[src/hdl/pse_ram.sv]
module pse_ram #(
	parameter int WIDTH = 64,
	parameter int DEPTH = 64
) (
	input  logic                     clk,
	input  logic                     we,
	input  logic [$clog2(DEPTH)-1:0] waddr,
	input  logic [WIDTH-1:0]         wdata,
	input  logic [$clog2(DEPTH)-1:0] raddr,
	output logic [WIDTH-1:0]         rdata
);

	logic [WIDTH-1:0] mem [DEPTH];

	always_ff @(posedge clk) begin
		if (we) begin
			mem[waddr] <= wdata;
		end
		rdata <= mem[raddr];
	end

endmodule

[config.mk]
export PLATFORM = sky130hd
export DESIGN_NAME = pse_ram
export DESIGN_NICKNAME = d
export VERILOG_FILES = /design/src/hdl/pse_ram.sv
export SDC_FILE = /design/constraint.sdc
export NUM_CORES = 2
export LEC_CHECK = 0
export ABC_AREA = 1
export BUFFER_PORTS_ARGS = -buffer_cell sky130_fd_sc_hd__buf_4
export CAP_MARGIN = 20
export CORE_ASPECT_RATIO = 0.5
export CORE_MARGIN = 1
export CORE_UTILIZATION = 30
export CTS_CLUSTER_SIZE = 8
export DETAILED_ROUTE_END_ITERATION = 8
export PLACE_DENSITY = 0.54
export SYNTH_ARGS = -nofsm -noshare
export SYNTH_HDL_FRONTEND = slang
export SYNTH_SLANG_ARGS = --single-unit
[constraint.sdc]
create_clock -name clk -period 12.3 [get_ports clk]
set_input_delay 3.69 -clock clk [delete_from_list [all_inputs] [get_ports clk]]
set_output_delay 3.69 -clock clk [all_outputs]
set_load 0.01 [all_outputs]
## Word level (Yosys, flattened, before mapping)

Memories as Yosys holds them, arrays and structs flattened. A register that Yosys moved wholly into a read port is not among the register bits.
Index checks and enable logic that the tools add are counted.

| storage, ports and cells | value |
|---|---|
| memories kept | 1 |
| register bits after elaboration | 0 |
| output and inout bits | 64 |
| memory bits (writable) | 4,096 |

| cells by class | value |
|---|---|
| multiplexer cells | 2 |

Memories:

| memory | depth | width | rd ports | clocked after memory_dff | write ports | line | RTL |
|---|---|---|---|---|---|---|---|
| mem | 64 | 64 | 1 | 1 | 1 | 13 | `logic [WIDTH-1:0] mem [DEPTH];` |

Operators by type and width:

| kind | number |
|---|---|
| $mux 1 | 2 |

## Depth between registers and ports, before layout

| depth | value |
|---|---|
| depth in word-level cells | 2 |
| mapped depth | 13 |
| depth with buffers taken out | 9 |

## Worst setup path before layout

No wires, ideal clock.

| path | value |
|---|---|
| kind | input port to flip-flop |
| start | input we |
| end | memory mem[48][0] (enable) |
| library setup time | 0.646 ns |
| stages on the path | 3 |
| slack | 1.328 ns |
| required time | 11.654 ns |
| buffers on the path | 1 |
| data arrival time | 10.326 ns |
| cells stage by stage | clkbuf_1 nand4_1 nor4_1 |

| between the ends | value |
|---|---|
| cells in the longest elaborated chain, start to end | 2 |

Ends and longest elaborated chain:

| element | line | RTL |
|---|---|---|
| start: declaration | 6 | `input logic we,` |
| $mux 1 | 16 | `if (we) begin` |
| $mux 1 (not written as such) | 17 | `mem[waddr] <= wdata;` |
| end: declaration | 13 |  |

No other way between the ends.

==> impl_metrics.ini <==
[power]
cellLeakagePower_nw = 65.56
irDropWorstVdd_v = 0.0001364
totalPowerFinal_mw = 32.35
p_per_area_mw_per_mm2 = 170.0

[placement]
hpwl_um = 266000
place.gp.congestion = 0.7822
place_area_mm2 = 0.1736
port_buffers = 141

[routing]
postRouteAntennaNets = 0
vias = 109668
wirelength_um = 536800
first_pass_iters = 8
drc = 3
routedWlPerCell_um = 25.38
via_per_inst = 5.184
drtIter0Drc = 12508

[sta]
drv_slew = 0
fin_setup_tns_ns = 0
rsz0062_at_grt = no
tightest_slew_ns = 1.296
fin_skew_ns = 0.03240
hold_viol = 0
worst_slew_margin_rel = 0.1358
fmax_ghz = 0.1509
fin_crit_sh = 0.5387
final-setup-viol-count = 0
layout_min_cycle_time_ns = 6.626

[worst_setup_path]
worstSetupPathType = in -> reg
endpoint = rdata[43]
reg2reg_to = rdata[22]
critPathLaunch = raddr[1]
cp-end-kind = flop
reg2reg_depth = 8
worstSetupStartpointType = input pin
r2r_start = mem[0][22]
critPathArrivalTime_ns = 7.50
path_max_fanout = 113
required_ns = 13.18
reg2reg_slack_ns = 10.67

[clock_tree]
cts_resized = 0
post_cts_buffers = 0
clk_latency_ns = 1.02
cts_sinks = 4160
cts_tree = yes
root_buffer = clkbuf_16
clkSlewWorstSetupHoldPaths_ns = 0.05
cts-root-to-sink-buffers = 4
ctsHoldBuffers = 0
cts_made_buffers = 590
h-tree-depth = 6

[worst_hold_path]
hold-path-cell-count = 8
hold_path.class = reg -> reg

[yosys]
ys_types = 16
synth_compound_area_frac = 0
synth_area_mm2 = 0.1653
netlist_instances = 13405
ys_seq_area_frac = 0.7518
synth_fp_nets = 13483
synth_seq_cells = 4160
ys_warn_count = 0
muxShareOfSynthArea = 0
synth_xor_area_frac = 0
synth_fa_ha_area_frac = 0
synth_top_family_by_area = simple AND/OR/NAND/NOR gates
synth_area_per_cell_um2 = 12.33
yosys.area_share.simple = 0.2187

[final_layout]
final_cell_mix = 4416 x nand2_1, 4096 x edfxtp_1, 3847 x nand3_1
fin_nets = 13553
fin_area_mm2 = 0.1903
final_layout_size_suffix_gt1_frac = 0.07922
areaGrowthSynthToFinish_pct = 15.14
final_common_cell = nand2_1

[floorplanning]
core_region_area_mm2 = 0.5480
chipHeight_um = 526.9
start_util = 0.3017
die-area_mm2 = 0.5542
rows = 192
ios = 142
dieWidth_um = 1052

[global_routing]
grt_pass1_vias = 103762
grtUsageTotal = 0.1868
overflow = 0
grt_max_degree = 189
antenna_found_initial = 33
grt_pass1_wl_um = 765000

[run]
drv_cap = 0

[run_status]
status = complete, but fails checks
failed_checks = design-rule violations
Yosys cell counts:
| master | count | share of area |
|---|---|---|
| buf_4 | 134 | 0.0061 |
| inv_4 | 2 | 0.000076 |
| buf_6 | 40 | 0.0027 |
| edfxtp_1 | 4096 | 0.74 |
| nor4_1 | 8 | 0.00030 |
| nand2_1 | 4416 | 0.10 |
| nor2_1 | 56 | 0.0013 |
| buf_8 | 3 | 0.00027 |
| nand4_1 | 9 | 0.00034 |
| buf_1 | 72 | 0.0016 |
| inv_2 | 2 | 0.000045 |
| dfxtp_1 | 64 | 0.0078 |
| nand3_1 | 3847 | 0.12 |
| clkbuf_1 | 147 | 0.0033 |
| buf_2 | 501 | 0.015 |
| inv_1 | 8 | 0.00018 |
routing by layer:
layer  track usage  vias up  routed length [um]
met5             0        -                  93
met2        0.2906     5275              242400
met3       0.03031      926               48440
li1              -    48022                   -
met4       0.06370       14               17950
met1        0.2657    55431              227900
kinds of logic (layout without fill, tap and decap cells):
kind of cell / Yosys count / count (layout)
and+or+nand+nor: 8336 / 8336
DFF: 4160 / 4160
buffers and inverters: 909 / 1264
other: 0 / 22
report_power, final:
part	total (mW)	internal (mW)	switching, mW
sequential	15.8	15.7	0.0578
combinational	1.73	0.417	1.31
clock	14.8	9.00	5.83
total	32.3	25.1	7.20
cell type report:
type	instances	area, um2
fillers	53037	357600
flip-flops and latches	4160	124300
multi-input cells	8336	36620
clock buffers	845	16210
well taps	7372	9224
repair buffers	375	3423
clock inverters	32	415.4
inverters	12	107.6
diodes	22	55.05
worst max-delay path, cell delays in order:
cell and delay (ns):
buf_8 0.40, buf_12 0.62, buf_4 0.77, buf_4 0.91, nand3_1 0.15, nand3_1 0.13, nand3_1 0.11, nand3_1 0.17
nand2_1 0.07, nand2_1 0.20, nand2_1 0.08
registers in the layout, indices dropped and copies added (netlist names):
signal,count
mem,4096
rdata,64
stage by stage:
stage,worst slack [ns],std cells,utilization,hold slack (ns)
final,5.674,21154,0.3473,0.8008
after global routing,5.654,21139,0.3473,0.8639
after CTS,5.897,21130,0.3472,0.7984
after detailed placement,4.793,20253,0.3168,0.7776
after global placement,4.835,20251,0.3167,0.7836
after floorplan,1.328,13405,-,0.7214
how the worst min path moves through the flow:
stage,startpoint,endpoint,slack (ns)
finish,mem[36][60],rdata[60],0.80
global route,mem[38][40],rdata[40],0.86
CTS,mem[44][60],rdata[60],0.80
detailed placement,mem[10][46],rdata[46],0.78
floorplan,mem[8][0],rdata[0],0.72
global placement,mem[36][31],rdata[31],0.78
No activity file was read; power rests on OpenSTA's default activity.
