## config.mk

```make
export PLATFORM = sky130hd
export DESIGN_NAME = pse_div
export DESIGN_NICKNAME = d
export VERILOG_FILES = /design/src/hdl/pse_pkg.sv /design/src/hdl/pse_div.sv
export SDC_FILE = /design/constraint.sdc
export NUM_CORES = 1
export LEC_CHECK = 0
export BUFFER_PORTS_ARGS = -buffer_cell sky130_fd_sc_hd__buf_2
export CAP_MARGIN = 10
export CORE_ASPECT_RATIO = 1.5
export CORE_MARGIN = 2
export CORE_UTILIZATION = 50
export CTS_BUF_LIST = sky130_fd_sc_hd__clkbuf_4 sky130_fd_sc_hd__clkbuf_8
export CTS_CLUSTER_SIZE = 8
export DETAILED_ROUTE_END_ITERATION = 8
export GPL_ROUTABILITY_DRIVEN = 0
export PLACE_DENSITY_LB_ADDON = 0.1
export SETUP_SLACK_MARGIN = 0.1
export SLEW_MARGIN = 10
export SYNTH_ARGS = -nofsm -noshare
export SYNTH_HDL_FRONTEND = slang
export SYNTH_SLANG_ARGS = --single-unit
```

## constraint.sdc

```tcl
create_clock -name clk -period 5.9 [get_ports clk]
set_input_delay 0.295 -clock clk [delete_from_list [all_inputs] [get_ports clk]]
set_output_delay 0.295 -clock clk [all_outputs]
set_load 0.03 [all_outputs]
```

## src/hdl/pse_pkg.sv

```systemverilog
package pse_pkg;

	localparam int STACK_DEPTH = 64;
	localparam int FRAC_BITS   = 16;
	localparam int DATA_W      = 64;
	localparam int PTR_W       = $clog2(STACK_DEPTH);
	localparam int CNT_W       = $clog2(STACK_DEPTH + 1);

	localparam int CMD_W  = 2;
	localparam int OPND_W = 24;
	localparam int OP_W   = 2;
	localparam int HUND_W = 48;
	localparam int STAT_W = 3;

	// report arithmetic widths
	localparam int Q_W  = DATA_W - FRAC_BITS;
	localparam int H_W  = Q_W + 8;
	localparam int FR_W = FRAC_BITS + 7;

	// divider: two quotient bits per cycle over a 2*DATA_W bit numerator
	localparam int DIV_PER_CYC = 2;
	localparam int DIV_CYC     = (2 * DATA_W) / DIV_PER_CYC;
	localparam int DIV_CNT_W   = $clog2(DIV_CYC);

	localparam logic [CMD_W-1:0] CMD_PUSH   = 2'd0;
	localparam logic [CMD_W-1:0] CMD_APPLY  = 2'd1;
	localparam logic [CMD_W-1:0] CMD_FINISH = 2'd2;

	localparam logic [OP_W-1:0] OP_ADD = 2'd0;
	localparam logic [OP_W-1:0] OP_SUB = 2'd1;
	localparam logic [OP_W-1:0] OP_MUL = 2'd2;
	localparam logic [OP_W-1:0] OP_DIV = 2'd3;

	localparam logic [STAT_W-1:0] ST_OK    = 3'd0;
	localparam logic [STAT_W-1:0] ST_UNDER = 3'd1;
	localparam logic [STAT_W-1:0] ST_FULL  = 3'd2;
	localparam logic [STAT_W-1:0] ST_DIV0  = 3'd3;
	localparam logic [STAT_W-1:0] ST_SAT   = 3'd4;

	typedef struct packed {
		logic              ovf;
		logic [DATA_W-1:0] quo;
	} div_res_t;

	typedef struct packed {
		logic              sat;
		logic [DATA_W-1:0] val;
	} sat_val_t;

	// Apply a sign to a magnitude; saturate when it does not fit.
	function automatic sat_val_t sign_from_mag(input logic neg, input logic [DATA_W-1:0] mag,
			input logic ovf);
		sat_val_t r;
		if (neg) begin
			if (ovf || (mag[DATA_W-1] && (|mag[DATA_W-2:0]))) begin
				r.sat = 1'b1;
				r.val = {1'b1, {(DATA_W-1){1'b0}}};
			end else begin
				r.sat = 1'b0;
				r.val = -mag;
			end
		end else begin
			if (ovf || mag[DATA_W-1]) begin
				r.sat = 1'b1;
				r.val = {1'b0, {(DATA_W-1){1'b1}}};
			end else begin
				r.sat = 1'b0;
				r.val = mag;
			end
		end
		return r;
	endfunction

endpackage

```

## src/hdl/pse_div.sv

```systemverilog
module pse_div (
	input  logic                      clk,
	input  logic                      arst_n,
	input  logic                      start,
	input  logic [pse_pkg::DATA_W-1:0] dividend,
	input  logic [pse_pkg::DATA_W-1:0] divisor,
	output logic                      done,
	output pse_pkg::div_res_t         res
);

	import pse_pkg::*;

	logic [2*DATA_W-1:0] n_q, n_nx;
	logic [DATA_W-1:0]   r_q, r_nx, d_q, q_q, q_nx;
	logic                ovf_q, ovf_nx;
	logic [DATA_W:0]     rx;
	logic [DIV_CNT_W-1:0] cnt_q;
	logic                run_q, done_q;

	// restoring division, DIV_PER_CYC bits per cycle
	always_comb begin
		r_nx   = r_q;
		n_nx   = n_q;
		q_nx   = q_q;
		ovf_nx = ovf_q;
		rx     = '0;
		for (int i = 0; i < DIV_PER_CYC; i++) begin
			rx     = {r_nx, n_nx[2*DATA_W-1]};
			n_nx   = {n_nx[2*DATA_W-2:0], 1'b0};
			ovf_nx = ovf_nx | q_nx[DATA_W-1];
			q_nx   = {q_nx[DATA_W-2:0], 1'b0};
			if (rx >= {1'b0, d_q}) begin
				rx      = rx - {1'b0, d_q};
				q_nx[0] = 1'b1;
			end
			r_nx = rx[DATA_W-1:0];
		end
	end

	always_ff @(posedge clk) begin
		if (start) begin
			n_q   <= {{(DATA_W-FRAC_BITS){1'b0}}, dividend, {FRAC_BITS{1'b0}}};
			r_q   <= '0;
			q_q   <= '0;
			ovf_q <= 1'b0;
			d_q   <= divisor;
		end else if (run_q) begin
			n_q   <= n_nx;
			r_q   <= r_nx;
			q_q   <= q_nx;
			ovf_q <= ovf_nx;
		end
	end

	always_ff @(posedge clk or negedge arst_n) begin
		if (!arst_n) begin
			cnt_q  <= '0;
			run_q  <= 1'b0;
			done_q <= 1'b0;
		end else begin
			done_q <= !start && run_q && (cnt_q == DIV_CNT_W'(DIV_CYC - 1));
			if (start) begin
				cnt_q <= '0;
				run_q <= 1'b1;
			end else if (run_q) begin
				cnt_q <= cnt_q + DIV_CNT_W'(1);
				if (cnt_q == DIV_CNT_W'(DIV_CYC - 1)) begin
					run_q <= 1'b0;
				end
			end
		end
	end

	assign done    = done_q;
	assign res.quo = q_q;
	assign res.ovf = ovf_q;

endmodule

```

After elaboration in Yosys (flattened, before gate mapping)
Cells that the tools add are included.
Operators by class
  add/subtract/negate cells: 3
  multiply operators: 0
  div/mod/pow operators: 0
  magnitude comparators: 2
  equal/unequal tests: 1
  shift operators: 0
  muxes and demuxes: 11
  bitwise gates (word level): 2
  reductions and logical operators: 4
Operators by type and width (number)
  80-bit two-way mux: 2
  65-bit by 64-bit greater-or-equal comparator with 1-bit output: 2
  64-bit two-way mux: 2
  64-bit subtractor: 2
  6-bit two-way mux: 2
  6-bit by 1-bit adder with 6-bit output (second input constant): 1
  6-bit == test (second input constant): 1
  1-bit two-way mux: 5
  1-bit logical AND: 2
  1-bit OR: 2
  2-bit nonzero test: 1
  1-bit logical NOT: 1
Word-level totals
  register bits after elaboration: 313
  latch bits: 0
  RAM bits: 0
  bits in read-only memories: 0
  input bits: 131
  output and inout port bits: 66
  word-level logic and storage cells: 32
  memories kept: 0

Logic depth before layout (Yosys ltp)
  depth in word-level cells: 4
  mapped depth: 30
  mapped depth without buffers: 26

Least setup slack after synthesis
Ideal clock, no wire load.
  kind: flip-flop to flip-flop
  start point: reg d_q[1]
  end point: reg r_q[20]
  setup time: 0.121 ns
  arrival time: 5.850 ns
  required time: 5.779 ns
  setup slack: -0.071 ns
  cell stages (with the launch flop): 27
  path buffers: 3
  period minus slack after synthesis: 5.971 ns
  cells stage by stage: edfxtp_1 -> inv_1 -> ha_1 -> nor2b_1 -> o2111ai_1 -> a2111oi_4 -> o31ai_4 -> a211oi_2 -> o21bai_2 -> a211oi_2 -> or2_2 -> buf_4 -> buf_4 -> buf_2 -> a21oi_1 -> fa_1 -> a21o_1 -> a311oi_1 -> o21ai_0 -> a21o_1 -> a2111oi_0 -> nor3_1 -> a2111o_1 -> a21oi_1 -> xnor2_1 -> o31ai_1 -> nor3_1
Between the ends
  cells in the longest elaborated chain, start to end: 4
  elaborated cells on any way between the ends: 6
  classes of those cells: add/sub: 2; order compare: 2; mux: 2
Ends and longest elaborated chain
  from (decl): RTL line pse_div.sv:14  | logic [DATA_W-1:0] r_q, r_nx, d_q, q_q, q_nx;
  from (signal assigned): RTL line pse_div.sv:46  | d_q <= divisor;
  64-bit subtractor or 65-bit by 64-bit greater-or-equal comparator with 1-bit output (tied branches): RTL line pse_div.sv:33, pse_div.sv:32
  64-bit two-way mux: RTL line pse_div.sv:32  | if (rx >= {1'b0, d_q}) begin
  64-bit subtractor or 65-bit by 64-bit greater-or-equal comparator with 1-bit output (tied branches): RTL line pse_div.sv:33, pse_div.sv:32
  64-bit two-way mux *: RTL line pse_div.sv:32
  to (signal assigned): RTL line pse_div.sv:49  | r_q <= r_nx;
  to (decl): RTL line pse_div.sv:14
Every way passes the cells marked *; elsewhere a longest branch is shown, timed or not.
A chain may end at the register's enable or synchronous reset.

Worst setup path after layout
  start point: reg d_q[0]
  end point: reg r_q[0]
Between the ends
  cells in the longest elaborated chain, start to end: 4
  elaborated cells on any way between the ends: 6
  classes of those cells: add/sub: 2; order compare: 2; mux: 2
Ends and longest elaborated chain (RTL line)
  64-bit subtractor or 65-bit by 64-bit greater-or-equal comparator with 1-bit output (tied branches): pse_div.sv:33, pse_div.sv:32
  64-bit two-way mux: pse_div.sv:32
  65-bit by 64-bit greater-or-equal comparator with 1-bit output: pse_div.sv:32
  64-bit two-way mux *: pse_div.sv:32
Marks and branches as above.

==> impl_metrics.toml <==
[run_status]
outcome = "finished, violations left"
violations = "setup timing"

[cts]
cts_root_buffer = "sky130_fd_sc_hd__clkbuf_8"
numCtsBuffers = 51
clk_path_buf_depth = 3
clk-insertion-delay-late_ns = 0.67
cts.clk_slew.worst_paths_ns = 0.07
cts_max_level = 2
clock_tree_from_tritoncts = "built"
clock-sinks = 313

[setup_path]
r2r_setup_slack_ns = -0.28
worstSetupStartpoint = "d_q[0]"
worst_r2r_path_depth = 30
timing.critical_path.arrival_ns = 6.72
crit_end = "r_q[0]"
timing.critical_path.from_type = "flip-flop"
worstSetupEndpointType = "flip-flop"
r2r_start = "d_q[0]"
reg2reg_to = "r_q[0]"
critical-path-slowest-cell = "sky130_fd_sc_hd__or4_4"
most_used_cell_cp = "sky130_fd_sc_hd__buf_4"
crit_path_max_fanout = 6
critical_path_required_ns = 6.44
critical_path.max_stage_delay_ns = 0.43
criticalPathCategory = "reg2reg"

[detailed_routing]
first_pass_iters = 6
routed_wl_um = 74500
final_antenna_net_count = 0
routed_via_density = 5.79
number_of_remaining_drc_errors = 0
detail_route.iter0.violations = 1371
drt-wirelength-per-cell_um = 19.9
routed-via-count = 21600

[synthesis]
synthXorXnorAreaFrac = 0.0491
dominant_combinational_cell_family_by_area_after_synthesis = "compound AO/OA/AOI/OAI gates"
synth_area_in_compound_gates = 0.175
postSynthNetCount = 2628
synth-simple-area-share = 0.157
synthesis.area_per_instance_um2 = 8.90
synth.yosys.seq_area_share = 0.360
post_synth_edffs = 128
fraction_of_synthesized_area_in_multiplexers = 0.113
synth.ff_latch_count = 313
mappedNetlistArea_um2 = 21100
number_of_distinct_library_cell_variants_in_the_gate_level_netlist_after_synthesis = 75
post_synthesis_adder_cell_area_fraction = 0.0786
most_used_flip_flop_cell_after_synthesis = "sky130_fd_sc_hd__dfxtp_1"
yosys_warnings = 0
mapped_cells = 2366
ys_async_sr_fraction = 0.0256

[finish]
drive_above_1_share = 0.380
syn2layout_area_growth_pct = 44.7
design_area_um2 = 30500
utilization = 0.729
fillCellCount = 3137
final-seq-area_um2 = 7590
multi_input_area_um2 = 13500
finish.net_count = 3398

[global_route]
grtUsageTotal = 0.325
antenna_found_initial = 1
grt_start_max_net_pins = 171
first_global_vias = 22200
wire_length_of_the_first_global_routing_pass_um = 113000
overflow = 0

[floorplan]
initial_utilization = 0.504
rows = 92
io_pins = 197
fp.dieArea_um2 = 43800
core-area_um2 = 41800
floorplan.die.width_um = 172
die_h_um = 255

[placement]
post-place-ws_ns = -0.845
detailedPlacementHpwl_um = 50600
port-buffer-count = 196
area_post_placement_um2 = 25600

[run]
max_cap_violations = 0

[power_and_ir_drop]
p_leak_nw = 14.4
fin_total_pwr_mw = 18.0
power-per-cell-area_nw_per_um2 = 592
vdd_ir_drop_max_mv = 0.342

[sta]
worst_hold_slack_ns = 0.0339
count_of_final_setup_violators = 63
final.min_clock_period_ns = 6.18
fmax_mhz = 162
unrepaired_setup_endpoints_after_global_routing = "yes"
report.final.slew_viol_count = 0
hold_viol_final = 0
crit_share_post_route = 1.05
tightestPinTransition_ns = 1.13
worst_setup_skew_after_layout_ns = 0.0457
timing.slew.headroom = 0.244
timing.final.ws_setup_ns = -0.281

[min_path]
hold_path_class = "in2async"
cells in the final DEF (no fill, tap or decap), drive strengths merged, types with 27 or more instances in the layout:
cell type / instances
ha: 129
o21bai: 27
buf: 781
clkbuf: 80
dlygate4sd3: 129
dfxtp: 177
nand3: 57
xnor2: 77
xor2: 41
edfxtp: 128
a21oi: 155
nor2: 255
nand2: 207
inv: 105
o21ai: 100
a21o: 62
a311oi: 38
a211oi: 28
mux2i: 117
nand4: 46
nor3: 55
mux2: 107
layer usage:
layer,wire [µm],vias to the layer above,track usage
met5,0,-,0
met4,7030,0,0.257
met3,4540,425,0.0537
met2,37300,932,0.583
met1,25600,10200,0.328
li1,-,10100,-
synth_stat cells, types with 26 or more instances:
library cell,number,share of area
sky130_fd_sc_hd__a21o_1,62,0.022
sky130_fd_sc_hd__a21oi_1,155,0.037
sky130_fd_sc_hd__a311oi_1,37,0.015
sky130_fd_sc_hd__buf_4,71,0.025
sky130_fd_sc_hd__clkbuf_1,95,0.017
sky130_fd_sc_hd__dfxtp_1,177,0.17
sky130_fd_sc_hd__edfxtp_1,128,0.18
sky130_fd_sc_hd__ha_1,129,0.077
sky130_fd_sc_hd__inv_1,104,0.019
sky130_fd_sc_hd__mux2_2,107,0.057
sky130_fd_sc_hd__mux2i_1,117,0.056
sky130_fd_sc_hd__nand2_1,207,0.037
sky130_fd_sc_hd__nand3_1,57,0.014
sky130_fd_sc_hd__nand4_1,46,0.014
sky130_fd_sc_hd__nor2_1,255,0.045
sky130_fd_sc_hd__nor3_1,55,0.013
sky130_fd_sc_hd__o21ai_0,93,0.022
sky130_fd_sc_hd__o21bai_1,26,0.0093
sky130_fd_sc_hd__xnor2_1,77,0.032
sky130_fd_sc_hd__xor2_1,41,0.017
through the flow:
stage	std cells	setup TNS, ns
after detailed placement	3432	-41.25
after CTS	3711	-2.10
after global routing	3740	-25.49
after global placement	3432	-31.32
final	3740	-10.44
after floorplan	2366	0
cell families (layout without fill, tap and decap cells):
group,count (synthesis),count (layout)
AND/OR/NAND/NOR,728,728
AO/OA/AOI/OAI,552,552
flip-flops,313,313
buffers and inverters,300,1109
multiplexers,224,224
adder cells (fa/ha/maj),131,131
XOR/XNOR,118,118
other,0,1
worst max-delay path: cells and delay by family, from the launching register on:
kind            cells  cell delay [ns]
compound gates     13             2.52
buf+inv             8             1.16
simple gates        6             1.09
fa+ha+maj           2             0.53
flops               1             0.42
mux                 1             0.32
worst min path at each step:
stage | endpoint | slack (ns) | startpoint | depth (start not counted)
2_1_floorplan | cnt_q[0] | -0.0006 | arst_n | 0
3_3_place_gp | done | 0.15 | arst_n | 1
3_5_place_dp | cnt_q[4] | 0.15 | arst_n | 1
4_1_cts | done | 0.02 | arst_n | 2
5_1_grt | cnt_q[4] | 0.03 | arst_n | 2
6_report | cnt_q[4] | 0.03 | arst_n | 2
where the power goes:
part	leakage [nW]	switching (mW)	internal, mW	total [mW]
logic	11.0	6.66	6.59	13.3
clock network	0.586	0.949	1.11	2.06
registers	2.85	0.184	2.53	2.71
flip-flops by register name (all words and copies together), names as in the netlist:
| signal | cells |
|---|---|
| done | 1 |
| r_q | 64 |
| cnt_q | 6 |
| q_q | 64 |
| n_q | 112 |
| run_q | 1 |
| d_q | 64 |
| ovf_q | 1 |
cell type report:
| class | count | area share |
|---|---|---|
| diodes | 1 | 0.0000822 |
| inverters | 104 | 0.0128 |
| repair buffers | 913 | 0.236 |
| clock buffers | 77 | 0.0307 |
| multi-input cells | 1753 | 0.443 |
| clock inverters | 15 | 0.00522 |
| flip-flops and latches | 313 | 0.249 |
| well taps | 564 | 0.0232 |
repair_timing:
action / 4_1_cts / 5_1_grt
gates resized for setup: 188 / 128
pin swaps: 44 / 70
setup buffers: 49 / 28
endpoints found under the setup margin: 65 / 65
gates cloned: 9 / 3
endpoints found under the hold margin: 136 / 0
hold buffers: 129 / 0
Note: power is estimated with default switching activity, not from simulation.
